[src/hw/rtl/nosl_pkg.sv]
`timescale 1ns / 1ps
// Shared types, widths and codes of the nearest-obstacle speed limiter.
// No dependencies; the top level, front end, queue, divider, back end and testbench import this package.
package nosl_pkg;

  localparam int COORD_BITS = 16;
  localparam int RATIO_BITS = 16;

  // coordinate bits taken from each 16-bit field
  localparam int CB    = (COORD_BITS < 16) ? COORD_BITS : 16;
  localparam int SQ_W  = 2 * CB;
  localparam int SUM_W = (SQ_W + 2 > 33) ? SQ_W + 2 : 33;

  localparam logic [31:0]           MIN_ALL_ONES  = 32'hFFFF_FFFF;
  localparam logic [31:0]           NEAR_LIMIT_SQ = 32'd100;
  localparam logic [RATIO_BITS-1:0] RATIO_ONE     = '1;

  // restoring divider of the back end
  localparam int DIV_DW    = (RATIO_BITS > 16) ? RATIO_BITS : 16;
  localparam int DIV_QB    = (RATIO_BITS > 16) ? RATIO_BITS : 16;
  localparam int DIV_NW    = DIV_DW + DIV_QB;
  localparam int DIV_CNT_W = $clog2(DIV_QB + 1);

  localparam int PROD_W = RATIO_BITS + 15;

  localparam int FIFO_DEPTH = 4;
  localparam int FIFO_PTR_W = $clog2(FIFO_DEPTH);

  // configuration register indexes
  localparam int          CFG_IDX_W     = 2;
  localparam logic [1:0]  CFG_RANGE_LOW  = 2'd0;
  localparam logic [1:0]  CFG_RANGE_HIGH = 2'd1;
  localparam logic [1:0]  CFG_SPEED_LIM  = 2'd2;

  localparam logic [15:0] RST_RANGE_LOW  = 16'd0;
  localparam logic [15:0] RST_RANGE_HIGH = 16'd1000;
  localparam logic [14:0] RST_SPEED_LIM  = 15'd2000;

  typedef enum logic {
    KIND_SPEED = 1'b0,
    KIND_LAST  = 1'b1
  } q_kind_e;

  typedef struct packed {
    q_kind_e     kind;
    logic [31:0] data;
  } q_entry_t;

  typedef struct packed {
    logic [15:0] range_low;
    logic [15:0] range_high;
    logic [14:0] speed_limit;
  } cfg_t;

endpackage

[src/hw/rtl/nosl_if.sv]
`timescale 1ns / 1ps
// Valid/ready channel interfaces for the speed limiter input and result.
// Stand-alone; no package needed.
interface nosl_in_if;
  logic               valid;
  logic               ready;
  logic               command;
  logic signed [15:0] point_x;
  logic signed [15:0] point_y;
  logic signed [15:0] point_z;
  logic               first_point;
  logic               last_point;
  logic signed [15:0] speed_in;

  modport source (output valid, command, point_x, point_y, point_z, first_point,
                  last_point, speed_in, input ready);
  modport sink   (input valid, command, point_x, point_y, point_z, first_point,
                  last_point, speed_in, output ready);
endinterface

interface nosl_out_if;
  logic               valid;
  logic               ready;
  logic signed [15:0] speed_out;
  logic        [15:0] nearest_range;
  logic        [15:0] speed_ratio;

  modport source (output valid, speed_out, nearest_range, speed_ratio, input ready);
  modport sink   (input valid, speed_out, nearest_range, speed_ratio, output ready);
endinterface

[src/hw/rtl/nearest_obstacle_speed_limiter.sv]
`timescale 1ns / 1ps
// Nearest-obstacle speed limiter, top level with configuration registers.
// Depends on nosl_pkg, nosl_if, nosl_front, nosl_fifo and nosl_back.
//
// Cloud points and speed requests are taken one per cycle by the front end
// while it is not stalled by a full queue; it squares the coordinates in one
// stage and updates the running minimum in the next. Speed requests and
// end-of-cloud markers go through a four-entry queue to the back end. For a
// last point the back end pops it, runs the square-root unit, picks the ratio
// path, runs the bit-serial divider for the ratio (skipped when the ratio
// clamps to zero or one), multiplies by the speed limit, folds the product
// down by the full-scale ratio with shifts and adds (both skipped when the
// held speed is not positive), and loads the result; a speed request it only
// pops and stores. While the back end works, plain points keep flowing in; a
// speed or end-of-cloud entry waits in the front end while the queue is full.
// The result waits in an output register until taken. Configuration writes
// belong to idle periods.
module nearest_obstacle_speed_limiter import nosl_pkg::*; (
  input  logic                 clk_i,
  input  logic                 rst_ni,
  input  logic                 cfg_we_i,
  input  logic [CFG_IDX_W-1:0] cfg_idx_i,
  input  logic [15:0]          cfg_data_i,
  nosl_in_if.sink              in_i,
  nosl_out_if.source           out_o
);

  cfg_t     cfg_q;
  logic     q_push, q_pop, q_full, q_empty;
  q_entry_t q_in, q_head;

  always_ff @(posedge clk_i or negedge rst_ni) begin
    if (!rst_ni) begin
      cfg_q.range_low   <= RST_RANGE_LOW;
      cfg_q.range_high  <= RST_RANGE_HIGH;
      cfg_q.speed_limit <= RST_SPEED_LIM;
    end else if (cfg_we_i) begin
      case (cfg_idx_i)
        CFG_RANGE_LOW:  cfg_q.range_low   <= cfg_data_i;
        CFG_RANGE_HIGH: cfg_q.range_high  <= cfg_data_i;
        CFG_SPEED_LIM:  cfg_q.speed_limit <= cfg_data_i[14:0];
        default: begin
          // drop writes to unused indexes
        end
      endcase
    end
  end

  nosl_front u_front (
    .clk_i        (clk_i),
    .rst_ni       (rst_ni),
    .in_i         (in_i),
    .push_o       (q_push),
    .push_entry_o (q_in),
    .full_i       (q_full)
  );

  nosl_fifo u_fifo (
    .clk_i        (clk_i),
    .rst_ni       (rst_ni),
    .push_i       (q_push),
    .push_entry_i (q_in),
    .pop_i        (q_pop),
    .head_o       (q_head),
    .full_o       (q_full),
    .empty_o      (q_empty)
  );

  nosl_back u_back (
    .clk_i   (clk_i),
    .rst_ni  (rst_ni),
    .cfg_i   (cfg_q),
    .head_i  (q_head),
    .empty_i (q_empty),
    .pop_o   (q_pop),
    .out_o   (out_o)
  );

  a_no_push_when_full : assert property (@(posedge clk_i) disable iff (!rst_ni)
    !(q_push && q_full))
    else $error("queue pushed while full");

  a_no_pop_when_empty : assert property (@(posedge clk_i) disable iff (!rst_ni)
    !(q_pop && q_empty))
    else $error("queue popped while empty");

  a_pop_only_idle_head : assert property (@(posedge clk_i) disable iff (!rst_ni)
    (q_pop && q_head.kind == KIND_LAST) |=> !q_pop)
    else $error("back end popped again while starting a cloud result");

endmodule

[src/hw/rtl/nosl_front.sv]
`timescale 1ns / 1ps
// Front end: accepts requests, squares coordinates, tracks the minimum range.
// Depends on nosl_pkg and nosl_in_if; pushes speed and end-of-cloud entries.
module nosl_front import nosl_pkg::*; (
  input  logic     clk_i,
  input  logic     rst_ni,
  nosl_in_if.sink  in_i,
  output logic     push_o,
  output q_entry_t push_entry_o,
  input  logic     full_i
);

  function automatic logic [CB-1:0] mag_of(logic [15:0] c);
    logic signed [CB:0] v;
    v = signed'({c[CB-1], c[CB-1:0]});
    if (v < 0) begin
      v = -v;
    end
    return v[CB-1:0];
  endfunction

  logic              st_valid_q;
  logic              st_cmd_q, st_first_q, st_last_q;
  logic [SQ_W-1:0]   sqx_q, sqy_q, sqz_q;
  logic [15:0]       speed_q;
  logic [31:0]       min_q, min_d;

  logic [SUM_W-1:0]  sum;
  logic [31:0]       sq_sat, base_min;
  logic              need_push, st_go, accept;
  logic [CB-1:0]     mx, my, mz;

  assign mx = mag_of(in_i.point_x);
  assign my = mag_of(in_i.point_y);
  assign mz = mag_of(in_i.point_z);

  always_comb begin
    sum      = SUM_W'(sqx_q) + SUM_W'(sqy_q) + SUM_W'(sqz_q);
    sq_sat   = (sum > SUM_W'(MIN_ALL_ONES)) ? MIN_ALL_ONES : sum[31:0];
    // first point restarts the minimum before anything else
    base_min = st_first_q ? MIN_ALL_ONES : min_q;
    min_d    = base_min;
    if (!st_first_q && !st_last_q && (sq_sat > NEAR_LIMIT_SQ) && (sq_sat < base_min)) begin
      min_d = sq_sat;
    end
    need_push = st_cmd_q || st_last_q;
    st_go     = st_valid_q && (!need_push || !full_i);
    push_o    = st_go && need_push;
    push_entry_o.kind = st_cmd_q ? KIND_SPEED : KIND_LAST;
    push_entry_o.data = st_cmd_q ? {{16{speed_q[15]}}, speed_q} : base_min;
    in_i.ready = !st_valid_q || st_go;
  end

  assign accept = in_i.valid && in_i.ready;

  always_ff @(posedge clk_i or negedge rst_ni) begin
    if (!rst_ni) begin
      st_valid_q <= 1'b0;
      min_q      <= MIN_ALL_ONES;
    end else begin
      if (accept) begin
        st_valid_q <= 1'b1;
      end else if (st_go) begin
        st_valid_q <= 1'b0;
      end
      if (st_go && !st_cmd_q) begin
        min_q <= min_d;
      end
    end
  end

  always_ff @(posedge clk_i) begin
    if (accept) begin
      st_cmd_q   <= in_i.command;
      st_first_q <= in_i.first_point;
      st_last_q  <= in_i.last_point;
      sqx_q      <= SQ_W'(mx) * SQ_W'(mx);
      sqy_q      <= SQ_W'(my) * SQ_W'(my);
      sqz_q      <= SQ_W'(mz) * SQ_W'(mz);
      speed_q    <= in_i.speed_in;
    end
  end

endmodule

[src/hw/rtl/nosl_fifo.sv]
`timescale 1ns / 1ps
// Short flip-flop queue between the front end and the back end.
// Depends on nosl_pkg for the entry type and depth.
module nosl_fifo import nosl_pkg::*; (
  input  logic     clk_i,
  input  logic     rst_ni,
  input  logic     push_i,
  input  q_entry_t push_entry_i,
  input  logic     pop_i,
  output q_entry_t head_o,
  output logic     full_o,
  output logic     empty_o
);

  q_entry_t              mem_q [FIFO_DEPTH];
  logic [FIFO_PTR_W-1:0] wr_ptr_q, rd_ptr_q;
  logic [FIFO_PTR_W:0]   count_q;

  assign full_o  = (count_q == (FIFO_PTR_W + 1)'(FIFO_DEPTH));
  assign empty_o = (count_q == '0);
  assign head_o  = mem_q[rd_ptr_q];

  always_ff @(posedge clk_i or negedge rst_ni) begin
    if (!rst_ni) begin
      wr_ptr_q <= '0;
      rd_ptr_q <= '0;
      count_q  <= '0;
    end else begin
      if (push_i) begin
        wr_ptr_q <= wr_ptr_q + 1'b1;
      end
      if (pop_i) begin
        rd_ptr_q <= rd_ptr_q + 1'b1;
      end
      if (push_i && !pop_i) begin
        count_q <= count_q + 1'b1;
      end else if (pop_i && !push_i) begin
        count_q <= count_q - 1'b1;
      end
    end
  end

  always_ff @(posedge clk_i) begin
    if (push_i) begin
      mem_q[wr_ptr_q] <= push_entry_i;
    end
  end

endmodule

[src/hw/rtl/nosl_isqrt.sv]
`timescale 1ns / 1ps
// Bit-pair integer square root of a 32-bit value, one root bit per cycle.
// Depends on nothing outside this file.
module nosl_isqrt (
  input  logic        clk_i,
  input  logic        rst_ni,
  input  logic        start_i,
  input  logic [31:0] value_i,
  output logic        done_o,
  output logic [15:0] root_o
);

  logic        busy_q, done_q;
  logic [31:0] rem_q, root_q, bit_q;
  logic [32:0] trial;
  logic        take;

  assign trial  = {1'b0, root_q} + {1'b0, bit_q};
  assign take   = ({1'b0, rem_q} >= trial);
  assign done_o = done_q;
  assign root_o = root_q[15:0];

  always_ff @(posedge clk_i or negedge rst_ni) begin
    if (!rst_ni) begin
      busy_q <= 1'b0;
      done_q <= 1'b0;
    end else begin
      done_q <= busy_q && (bit_q == 32'd1);
      if (start_i) begin
        busy_q <= 1'b1;
      end else if (busy_q && (bit_q == 32'd1)) begin
        busy_q <= 1'b0;
      end
    end
  end

  always_ff @(posedge clk_i) begin
    if (start_i) begin
      rem_q  <= value_i;
      root_q <= '0;
      bit_q  <= 32'h4000_0000;
    end else if (busy_q) begin
      if (take) begin
        rem_q  <= rem_q - trial[31:0];
        root_q <= (root_q >> 1) + bit_q;
      end else begin
        root_q <= root_q >> 1;
      end
      bit_q <= bit_q >> 2;
    end
  end

endmodule

[src/hw/rtl/nosl_div.sv]
`timescale 1ns / 1ps
// Restoring divider, one quotient bit per cycle, used by the back end for the
// ratio. Depends on nosl_pkg; the numerator must stay below den * 2^DIV_QB.
module nosl_div import nosl_pkg::*; (
  input  logic              clk_i,
  input  logic              rst_ni,
  input  logic              start_i,
  input  logic [DIV_NW-1:0] num_i,
  input  logic [DIV_DW-1:0] den_i,
  output logic              done_o,
  output logic [DIV_QB-1:0] quot_o
);

  logic                 busy_q, done_q;
  logic [DIV_CNT_W-1:0] cnt_q;
  logic [DIV_DW-1:0]    rem_q, den_q;
  logic [DIV_QB-1:0]    low_q, quot_q;
  logic [DIV_DW:0]      t, diff;
  logic                 ge;

  assign t      = {rem_q, low_q[DIV_QB-1]};
  assign ge     = (t >= {1'b0, den_q});
  assign diff   = t - {1'b0, den_q};
  assign done_o = done_q;
  assign quot_o = quot_q;

  always_ff @(posedge clk_i or negedge rst_ni) begin
    if (!rst_ni) begin
      busy_q <= 1'b0;
      done_q <= 1'b0;
      cnt_q  <= '0;
    end else begin
      done_q <= busy_q && (cnt_q == DIV_CNT_W'(1));
      if (start_i) begin
        busy_q <= 1'b1;
        cnt_q  <= DIV_CNT_W'(DIV_QB);
      end else if (busy_q) begin
        cnt_q <= cnt_q - 1'b1;
        if (cnt_q == DIV_CNT_W'(1)) begin
          busy_q <= 1'b0;
        end
      end
    end
  end

  always_ff @(posedge clk_i) begin
    if (start_i) begin
      rem_q  <= num_i[DIV_NW-1:DIV_QB];
      low_q  <= num_i[DIV_QB-1:0];
      den_q  <= den_i;
      quot_q <= '0;
    end else if (busy_q) begin
      rem_q  <= ge ? diff[DIV_DW-1:0] : t[DIV_DW-1:0];
      low_q  <= low_q << 1;
      quot_q <= {quot_q[DIV_QB-2:0], ge};
    end
  end

endmodule

[src/hw/rtl/nosl_back.sv]
`timescale 1ns / 1ps
// Back end: applies speed requests, and per cloud computes range, ratio and
// limited speed. Depends on nosl_pkg, nosl_out_if, nosl_isqrt and nosl_div.
module nosl_back import nosl_pkg::*; (
  input  logic      clk_i,
  input  logic      rst_ni,
  input  cfg_t      cfg_i,
  input  q_entry_t  head_i,
  input  logic      empty_i,
  output logic      pop_o,
  nosl_out_if.source out_o
);

  localparam logic [2:0] B_IDLE  = 3'd0;
  localparam logic [2:0] B_SQRT  = 3'd1;
  localparam logic [2:0] B_RSEL  = 3'd2;
  localparam logic [2:0] B_RDIV  = 3'd3;
  localparam logic [2:0] B_MUL   = 3'd4;
  localparam logic [2:0] B_SDIV  = 3'd5;
  localparam logic [2:0] B_DONE  = 3'd6;

  logic [2:0]            state_q, state_d;
  logic signed [15:0]    stored_q, stored_d;
  logic [15:0]           d_q, d_d;
  logic [RATIO_BITS-1:0] ratio_q, ratio_d;
  logic [PROD_W-1:0]     prod_q, prod_d;
  logic [14:0]           quot_q, quot_d;
  logic                  out_valid_q, out_valid_d;
  logic                  load_out;
  logic signed [15:0]    speed_out_q;
  logic [15:0]           range_out_q;
  logic [15:0]           ratio_out_q;

  logic                  sq_start, sq_done;
  logic [15:0]           sq_root;
  logic                  div_start, div_done;
  logic [DIV_NW-1:0]     div_num;
  logic [DIV_DW-1:0]     div_den;
  logic [DIV_QB-1:0]     div_quot;
  logic [15:0]           diff;
  logic [PROD_W-1:0]     fold_hi;

  nosl_isqrt u_isqrt (
    .clk_i   (clk_i),
    .rst_ni  (rst_ni),
    .start_i (sq_start),
    .value_i (head_i.data),
    .done_o  (sq_done),
    .root_o  (sq_root)
  );

  nosl_div u_div (
    .clk_i   (clk_i),
    .rst_ni  (rst_ni),
    .start_i (div_start),
    .num_i   (div_num),
    .den_i   (div_den),
    .done_o  (div_done),
    .quot_o  (div_quot)
  );

  assign diff    = d_q - cfg_i.range_low;
  assign fold_hi = prod_q >> RATIO_BITS;

  always_comb begin
    state_d     = state_q;
    stored_d    = stored_q;
    d_d         = d_q;
    ratio_d     = ratio_q;
    prod_d      = prod_q;
    quot_d      = quot_q;
    pop_o       = 1'b0;
    sq_start    = 1'b0;
    div_start   = 1'b0;
    load_out    = 1'b0;
    // (d - low) * one as shift and subtract
    div_num     = (DIV_NW'(diff) << RATIO_BITS) - DIV_NW'(diff);
    div_den     = DIV_DW'(cfg_i.range_high - cfg_i.range_low);
    out_valid_d = out_valid_q && !out_o.ready;

    case (state_q)
      B_IDLE: begin
        if (!empty_i) begin
          pop_o = 1'b1;
          if (head_i.kind == KIND_SPEED) begin
            stored_d = head_i.data[15:0];
          end else begin
            sq_start = 1'b1;
            state_d  = B_SQRT;
          end
        end
      end
      B_SQRT: begin
        if (sq_done) begin
          d_d     = sq_root;
          state_d = B_RSEL;
        end
      end
      B_RSEL: begin
        if (d_q <= cfg_i.range_low) begin
          ratio_d = '0;
          state_d = B_MUL;
        end else if ((cfg_i.range_high <= cfg_i.range_low) || (d_q >= cfg_i.range_high)) begin
          ratio_d = RATIO_ONE;
          state_d = B_MUL;
        end else begin
          div_start = 1'b1;
          state_d   = B_RDIV;
        end
      end
      B_RDIV: begin
        if (div_done) begin
          ratio_d = div_quot[RATIO_BITS-1:0];
          state_d = B_MUL;
        end
      end
      B_MUL: begin
        if (stored_q > 16'sd0) begin
          prod_d  = PROD_W'(cfg_i.speed_limit) * PROD_W'(ratio_q);
          quot_d  = '0;
          state_d = B_SDIV;
        end else begin
          state_d = B_DONE;
        end
      end
      B_SDIV: begin
        // divide by the full-scale ratio: fold the high part onto the low part
        if (fold_hi != '0) begin
          quot_d = quot_q + fold_hi[14:0];
          prod_d = fold_hi + PROD_W'(prod_q[RATIO_BITS-1:0]);
        end else begin
          stored_d = {1'b0, quot_q + 15'(prod_q[RATIO_BITS-1:0] == RATIO_ONE)};
          state_d  = B_DONE;
        end
      end
      B_DONE: begin
        // hold until the result register is free
        if (!out_valid_q || out_o.ready) begin
          load_out    = 1'b1;
          out_valid_d = 1'b1;
          state_d     = B_IDLE;
        end
      end
      default: begin
        state_d = B_IDLE;
      end
    endcase
  end

  always_ff @(posedge clk_i or negedge rst_ni) begin
    if (!rst_ni) begin
      state_q     <= B_IDLE;
      stored_q    <= '0;
      out_valid_q <= 1'b0;
    end else begin
      state_q     <= state_d;
      stored_q    <= stored_d;
      out_valid_q <= out_valid_d;
    end
  end

  always_ff @(posedge clk_i) begin
    d_q     <= d_d;
    ratio_q <= ratio_d;
    prod_q  <= prod_d;
    quot_q  <= quot_d;
    if (load_out) begin
      speed_out_q <= stored_q;
      range_out_q <= d_q;
      ratio_out_q <= 16'(ratio_q);
    end
  end

  assign out_o.valid         = out_valid_q;
  assign out_o.speed_out     = speed_out_q;
  assign out_o.nearest_range = range_out_q;
  assign out_o.speed_ratio   = ratio_out_q;

endmodule

[src/flat_wrapper.sv]
// flat-port wrapper written by rule: the top's interface ports become plain ports
module nearest_obstacle_speed_limiter_flat import nosl_pkg::*;
  (clk_i, rst_ni, cfg_we_i, cfg_idx_i, cfg_data_i, in_i_valid, in_i_command, in_i_point_x, in_i_point_y, in_i_point_z, in_i_first_point, in_i_last_point, in_i_speed_in, in_i_ready, out_o_valid, out_o_speed_out, out_o_nearest_range, out_o_speed_ratio, out_o_ready);
  nosl_in_if in_i_i ();
  nosl_out_if out_o_i ();
  input  logic clk_i;
  input  logic rst_ni;
  input  logic cfg_we_i;
  input  logic [CFG_IDX_W-1:0] cfg_idx_i;
  input  logic [15:0] cfg_data_i;
  input wire logic [$bits(in_i_i.valid)-1:0] in_i_valid;
  input wire logic [$bits(in_i_i.command)-1:0] in_i_command;
  input wire logic [$bits(in_i_i.point_x)-1:0] in_i_point_x;
  input wire logic [$bits(in_i_i.point_y)-1:0] in_i_point_y;
  input wire logic [$bits(in_i_i.point_z)-1:0] in_i_point_z;
  input wire logic [$bits(in_i_i.first_point)-1:0] in_i_first_point;
  input wire logic [$bits(in_i_i.last_point)-1:0] in_i_last_point;
  input wire logic [$bits(in_i_i.speed_in)-1:0] in_i_speed_in;
  output wire logic [$bits(in_i_i.ready)-1:0] in_i_ready;
  output wire logic [$bits(out_o_i.valid)-1:0] out_o_valid;
  output wire logic [$bits(out_o_i.speed_out)-1:0] out_o_speed_out;
  output wire logic [$bits(out_o_i.nearest_range)-1:0] out_o_nearest_range;
  output wire logic [$bits(out_o_i.speed_ratio)-1:0] out_o_speed_ratio;
  input wire logic [$bits(out_o_i.ready)-1:0] out_o_ready;
  assign in_i_i.valid = in_i_valid;
  assign in_i_i.command = in_i_command;
  assign in_i_i.point_x = in_i_point_x;
  assign in_i_i.point_y = in_i_point_y;
  assign in_i_i.point_z = in_i_point_z;
  assign in_i_i.first_point = in_i_first_point;
  assign in_i_i.last_point = in_i_last_point;
  assign in_i_i.speed_in = in_i_speed_in;
  assign in_i_ready = in_i_i.ready;
  assign out_o_valid = out_o_i.valid;
  assign out_o_speed_out = out_o_i.speed_out;
  assign out_o_nearest_range = out_o_i.nearest_range;
  assign out_o_speed_ratio = out_o_i.speed_ratio;
  assign out_o_i.ready = out_o_ready;
  nearest_obstacle_speed_limiter u_core (.clk_i(clk_i), .rst_ni(rst_ni), .cfg_we_i(cfg_we_i), .cfg_idx_i(cfg_idx_i), .cfg_data_i(cfg_data_i), .in_i(in_i_i), .out_o(out_o_i));
endmodule
[config.mk]
export PLATFORM = sky130hd
export DESIGN_NAME = nearest_obstacle_speed_limiter_flat
export DESIGN_NICKNAME = d
export VERILOG_FILES = /design/src/hw/rtl/nosl_pkg.sv /design/src/hw/rtl/nosl_if.sv /design/src/hw/rtl/nearest_obstacle_speed_limiter.sv /design/src/hw/rtl/nosl_front.sv /design/src/hw/rtl/nosl_fifo.sv /design/src/hw/rtl/nosl_isqrt.sv /design/src/hw/rtl/nosl_div.sv /design/src/hw/rtl/nosl_back.sv /design/src/flat_wrapper.sv
export SDC_FILE = /design/constraint.sdc
export NUM_CORES = 2
export LEC_CHECK = 0
export BUFFER_PORTS_ARGS = -buffer_cell sky130_fd_sc_hd__buf_2
export CAP_MARGIN = 20
export CORE_UTILIZATION = 40
export DETAILED_ROUTE_END_ITERATION = 10
export PLACE_DENSITY = 0.64
export SLEW_MARGIN = 20
export SYNTH_ARGS = -nofsm -noshare
export SYNTH_HDL_FRONTEND = slang
export SYNTH_SLANG_ARGS = --single-unit
[constraint.sdc]
create_clock -name clk_i -period 11.4 [get_ports clk_i]
set_clock_uncertainty 0.1 [all_clocks]
set_input_delay 2.28 -clock clk_i [delete_from_list [all_inputs] [get_ports clk_i]]
set_output_delay 2.28 -clock clk_i [all_outputs]
set_load 0.01 [all_outputs]
; ---- After elaboration in Yosys (flattened, before gate mapping)
; Memories as Yosys holds them, arrays and structs flattened.
; Cells that the tools add are included.
[word_totals]
mem_count = 1
output_inout_bits = 50
mem_bits_rw = 132
latch_bits = 0
rom_bits = 0
register_bits = 501
[op_classes]
bitwise_logic = 0
n_div = 0
mux = 66
n_eq_ne = 22
shift = 0
n_lt_le_gt_ge = 12
reduce_logical = 49
mul = 4
addsub = 20
[mem_list]
columns = name, depth, word_bits, rd, rd_clocked_by_memory_dff, wr, line
row1 = u_core.u_fifo.mem_q, 4, 33, 1, 0, 1, nosl_fifo.sv:15  ; q_entry_t mem_q [FIFO_DEPTH];
[op_table]
columns = operator, n
row1 = $mux 32, 8
row2 = $mux 16, 14
row3 = $mul 16x16->32, 3
row4 = $pmux 16 s2, 2
row5 = $mux 31, 2
row6 = $pmux 31 s2, 1
row7 = $lt 16x1->1 const B, 3
row8 = $neg 16->16, 3
row9 = $sub 16x16->16, 3
row10 = $add 33x32->34, 1
row11 = $gt 34x32->1 const B, 1
row12 = $add 32x31->33, 1
row13 = $add 32x32->33, 1
row14 = $ge 32x33->1, 1
row15 = $add 31x31->32, 1
row16 = $gt 32x7->1 const B, 1
row17 = $le 16x16->1, 2
row18 = $lt 32x32->1, 1
row19 = $sub 32x16->32, 1
row20 = $sub 32x32->32, 1
row21 = $mul 15x16->31, 1
row22 = $reduce_bool 31->1, 1
row23 = $mux 15, 2
row24 = $mux 3, 10
row25 = 36 further kinds, 108

; ---- Depth between registers and ports, before layout
[logic_depth]
ltp_word = 9
mapped_depth = 34

; ---- Hierarchy
; Synthesis repeated with hierarchy kept, for this count alone.
[hier_totals]
cells_unflattened = 6599
hier_area_um2 = 65705.5
[by_module_without_submodules]
columns = mod, cells_per_inst, n_inst, area_each_um2
row1 = nosl_front, 3225, 1, 30195.2
row2 = nosl_back, 1856, 1, 17495.5
row3 = nosl_isqrt, 888, 1, 7308.3
row4 = nosl_fifo, 207, 1, 5207.5
row5 = nosl_div, 323, 1, 3704.8
row6 = nearest_obstacle_speed_limiter, 100, 1, 1794.2

; ---- Least setup slack after synthesis
; OpenSTA, ideal clock, no wires.
[synth_path]
path_kind = input port to flip-flop
start = in in_i_point_z[0]
end = reg u_core.u_front.sqz_q[31], data pin
arrival_ps = 10097
required_ps = 11042
path_slack_ps = 945
stages = 33
path_cell_list = inv_1 -> clkbuf_1 -> ha_1 -> nand2_1 -> or3_1 -> o21ai_0 -> nand2_1 -> xnor2_1 -> inv_1 -> nand2_1 -> inv_1 -> fa_1 -> inv_1 -> fa_1 -> inv_1 -> fa_1 -> fa_1 -> fa_1 -> inv_1 -> fa_1 -> inv_1 -> ha_1 -> a21o_1 -> a21o_1 -> a211o_1 -> a21o_1 -> a31o_1 -> a211o_1 -> nand2_1 -> o21ai_1 -> o21a_1 -> a311o_1 -> xnor2_1
[synth_between]
elab_chain_cells = 3
word_cells_on_any_way = 4
[synth_rtl]
columns = item, line
row1 = from (decl), flat_wrapper.sv:15  ; input wire logic [$bits(in_i_i.point_z)-1:0] in_i_point_z;
row2 = $neg 16->16 or $lt 16x1->1 (tied branches), "nosl_front.sv:17, nosl_front.sv:16"
row3 = $mux 16 *, nosl_front.sv:16  ; if (v < 0) begin
row4 = $mul 16x16->32 *, nosl_front.sv:79  ; sqz_q <= SQ_W'(mz) * SQ_W'(mz);
row5 = to (signal assigned), nosl_front.sv:79
row6 = to (decl), nosl_front.sv:24  ; logic [SQ_W-1:0] sqx_q, sqy_q, sqz_q;
; Mark *: on every way between the ends. The rest lies on a longest branch, timed or not.
; A chain may end at the register's enable or synchronous reset.

; ---- Worst setup path in the final report
[layout_path]
start = in in_i_point_y[6]
end = reg u_core.u_front.sqy_q[31], data pin
[layout_between]
elab_chain_cells = 3
word_cells_on_any_way = 4
[layout_rtl]
columns = item, line
row1 = from (decl), flat_wrapper.sv:14  ; input wire logic [$bits(in_i_i.point_y)-1:0] in_i_point_y;
row2 = $neg 16->16 or $lt 16x1->1 (tied branches), "nosl_front.sv:17, nosl_front.sv:16"
row3 = $mux 16 *, nosl_front.sv:16
row4 = $mul 16x16->32 *, nosl_front.sv:78  ; sqy_q <= SQ_W'(my) * SQ_W'(my);
row5 = to (signal assigned), nosl_front.sv:78
row6 = to (decl), nosl_front.sv:24
; Marks and branches as above.

==> results.toml <==
[outcome]
status = "completed"

[routing]
ant_nets = 0
drt_first_pass_iters = 5
vias = 45700
via_per_inst = 5.27
drc = 0
routed_wl_um = 155000
routedWlPerCell_um = 17.9
drt_iter0_drc = 2999

[synthesis]
synth_simple_gate_area_frac = 0.124
synth_top_family_by_area = "adder cells"
yosysTopAreaCellShare = 0.225
synth.distinct_cells = 103
synth_edf_count = 450
synth_xor_xnor_area_share = 0.0468
synth_compound_area_frac = 0.105
post_synth.cell_area_avg_um2 = 9.92
synthArstFlopShare = 0.184
yosys_warnings = 0
synth_mux_area_frac = 0.0281
yosysSeqAreaShare = 0.279
synth_area_um2 = 63700
synth_fa_ha_area_frac = 0.345
ys_ff_latch = 630
synth_area_leaders = "fa_1, edfxtp_1, ha_1"
yosysTopAreaCell = "fa_1"
synth_ff_type = "edfxtp_1"
syn_inst = 6419

[floorplan]
num_io_pins = 140
fp.coreArea_um2 = 158000
dieArea_um2 = 161000
start_util = 0.403
rows = 146
die_y_um = 401
die_w_um = 401

[worst_setup_path]
worstSetupStartpointType = "input pin"
crit_top_cell = "inv_1"
critPathMaxStageDelay_ns = 0.66
slowest_stage = "a2111oi_0"
crit_type = "input pin to flop"
critical_path.max_fanout = 7
end_kind = "flop"
crit_required_ns = 11.67
arrival_ns = 10.59

[final_layout]
area_growth_syn_to_layout_pct = 8.72
fillers = 15000
final_nets = 7957
final_cell_area_um2 = 69200
fin_util = 0.438
drive_gt1_frac = 0.0792

[placement]
place_ws_ns = 0.507
port_buffers = 139
place_area_um2 = 66900
gp_congestion = 0.901
hpwl_um = 123000

[clock_network]
cts_tree = "built"
cts-hold-fix-buffers = 0
clk_pin_slew_worst_paths_ns = 0.07
clkSinkCount = 630
root_buffer = "clkbuf_16"
post_cts_buffers = 0
ctsResizeCount = 0
cts_buffers = 67
cts_buffer_depth = 3
htreeDepth = 3
clock_latency_ns = 0.64

[global_route]
grt-ovfl-total = 0
antenna_found_initial = 5
grt_pass1_wl_um = 252000
grt_max_degree = 71
grt_pass1_vias = 47000
grt_usage = 0.194

[sta]
slew_headroom = 0.302
fmax_mhz = 96.9
finalSetupViolCount = 0
worst_pin_slew_ns = 1.05
post-route-period-util = 0.905
finalMaxSlewViolations = 0
finalCriticalPeriod_ns = 10.32
hold_viol_final = 0
setup_ws_ns = 1.08
setup_tns_ns = 0
rsz0062_at_grt = "no"

[hold_path]
hp-class = "flop to flop"

[run]
cap_violations = 0
-- registers in the layout (all words and copies together) (netlist names), 31 cells and up --
signal / flops
u_core.cfg_q: 47
u_core.u_back.prod_q: 31
u_core.u_back.u_isqrt.rem_q: 32
u_core.u_back.u_isqrt.root_q: 32
u_core.u_fifo.mem_q: 132
u_core.u_front.min_q: 32
u_core.u_front.sqx_q: 31
u_core.u_front.sqy_q: 31
u_core.u_front.sqz_q: 31
-- routing by layer --
metal  GRT usage  up-vias  routed length, µm
li1            -    21500                  -
met1       0.258    22800              67800
met2       0.332     1119              74600
met3      0.0227      239               7570
met4      0.0590        2               4950
met5           0        -                 12
-- Yosys cell counts, drive strengths merged, types with 41 or more instances --
cell type  number
inv          1017
fa            715
ha            611
nor2          610
nand2         577
edfxtp        450
a21oi         278
o21ai         242
xnor2         199
clkbuf        158
xor2          141
and2          118
a21o           78
nor3           78
o21a           73
dfrtp          72
nand3          68
dfxtp          64
nand2b         52
mux2           51
mux2i          47
nor2b          47
dfstp          44
nand4          42
a31oi          41
o21bai         41
-- critical path, delay by kind of cell --
kind            cells  cell delay (ns)
xor+xnor            2             0.32
compound gates      7             1.89
buf+inv             9             0.70
fa+ha+maj           7             3.31
simple gates        7             2.08
-- cell type report --
| type | instances | area, µm² | share of cell area |
|---|---|---|---|
| antenna | 4 | 10.0 | 0.000145 |
| multi-input combinational | 4607 | 41500 | 0.600 |
| sequential | 630 | 17800 | 0.256 |
| tap | 2072 | 2590 | 0.0374 |
| inverter | 1031 | 3870 | 0.0559 |
| timing repair buffer | 204 | 1190 | 0.0171 |
| clock buffer | 82 | 1920 | 0.0278 |
| clock inverter | 39 | 389 | 0.00562 |
-- worst paths after layout --
path	from	depth (start not counted)	endpoint	slack (ns)
max	in_i_point_y[6]	32	u_core.u_front.sqy_q[31]	1.08
max in group asynchronous	rst_ni	2	u_core.u_fifo.rd_ptr_q[0]	8.20
max reg2reg	u_core.u_back.ratio_q[8]	21	u_core.u_back.prod_q[30]	4.18
min reg2reg	u_core.u_back.u_isqrt.root_q[0]	0	u_core.u_back.d_q[0]	0.40
min in group asynchronous	rst_ni	1	u_core.cfg_q[15]	1.54
min	u_core.u_back.u_isqrt.root_q[0]	0	u_core.u_back.d_q[0]	0.40
-- layout by cell type (no fill, tap or decap), drive strengths merged, types with 73 or more instances in the layout --
master / synthesis / routed
a21oi: 278 / 278
o21a: 73 / 73
o21ai: 242 / 242
edfxtp: 450 / 450
xnor2: 199 / 199
buf: 30 / 204
ha: 611 / 611
inv: 1017 / 1021
xor2: 141 / 141
a21o: 78 / 78
fa: 715 / 715
nor3: 78 / 78
nand2: 577 / 577
and2: 118 / 118
nor2: 610 / 610
clkbuf: 158 / 82
-- stage by stage --
stage | instances | hold slack (ns)
5_1_grt | 8665 | 0.410
3_3_place_gp | 8544 | 0.382
6_report | 8669 | 0.400
4_1_cts | 8665 | 0.404
3_5_place_dp | 8544 | 0.389
2_1_floorplan | 6456 | 0.326
-- kinds of logic (layout without fill, tap and decap cells) --
| kind of cell | count (synthesis) | in the layout |
|---|---|---|
| AOI/OAI and AO/OA | 1024 | 1024 |
| xor gates and xnor gates | 340 | 340 |
| adders and majority gates | 1326 | 1326 |
| buffers and inverters | 1219 | 1356 |
| DFF | 630 | 630 |
| muxes | 131 | 131 |
| other | 2 | 43 |
| and+or+nand+nor | 1747 | 1747 |
Power is not shown: default switching activity piles up to over one toggle a cycle in this logic, so the estimate is an artifact.
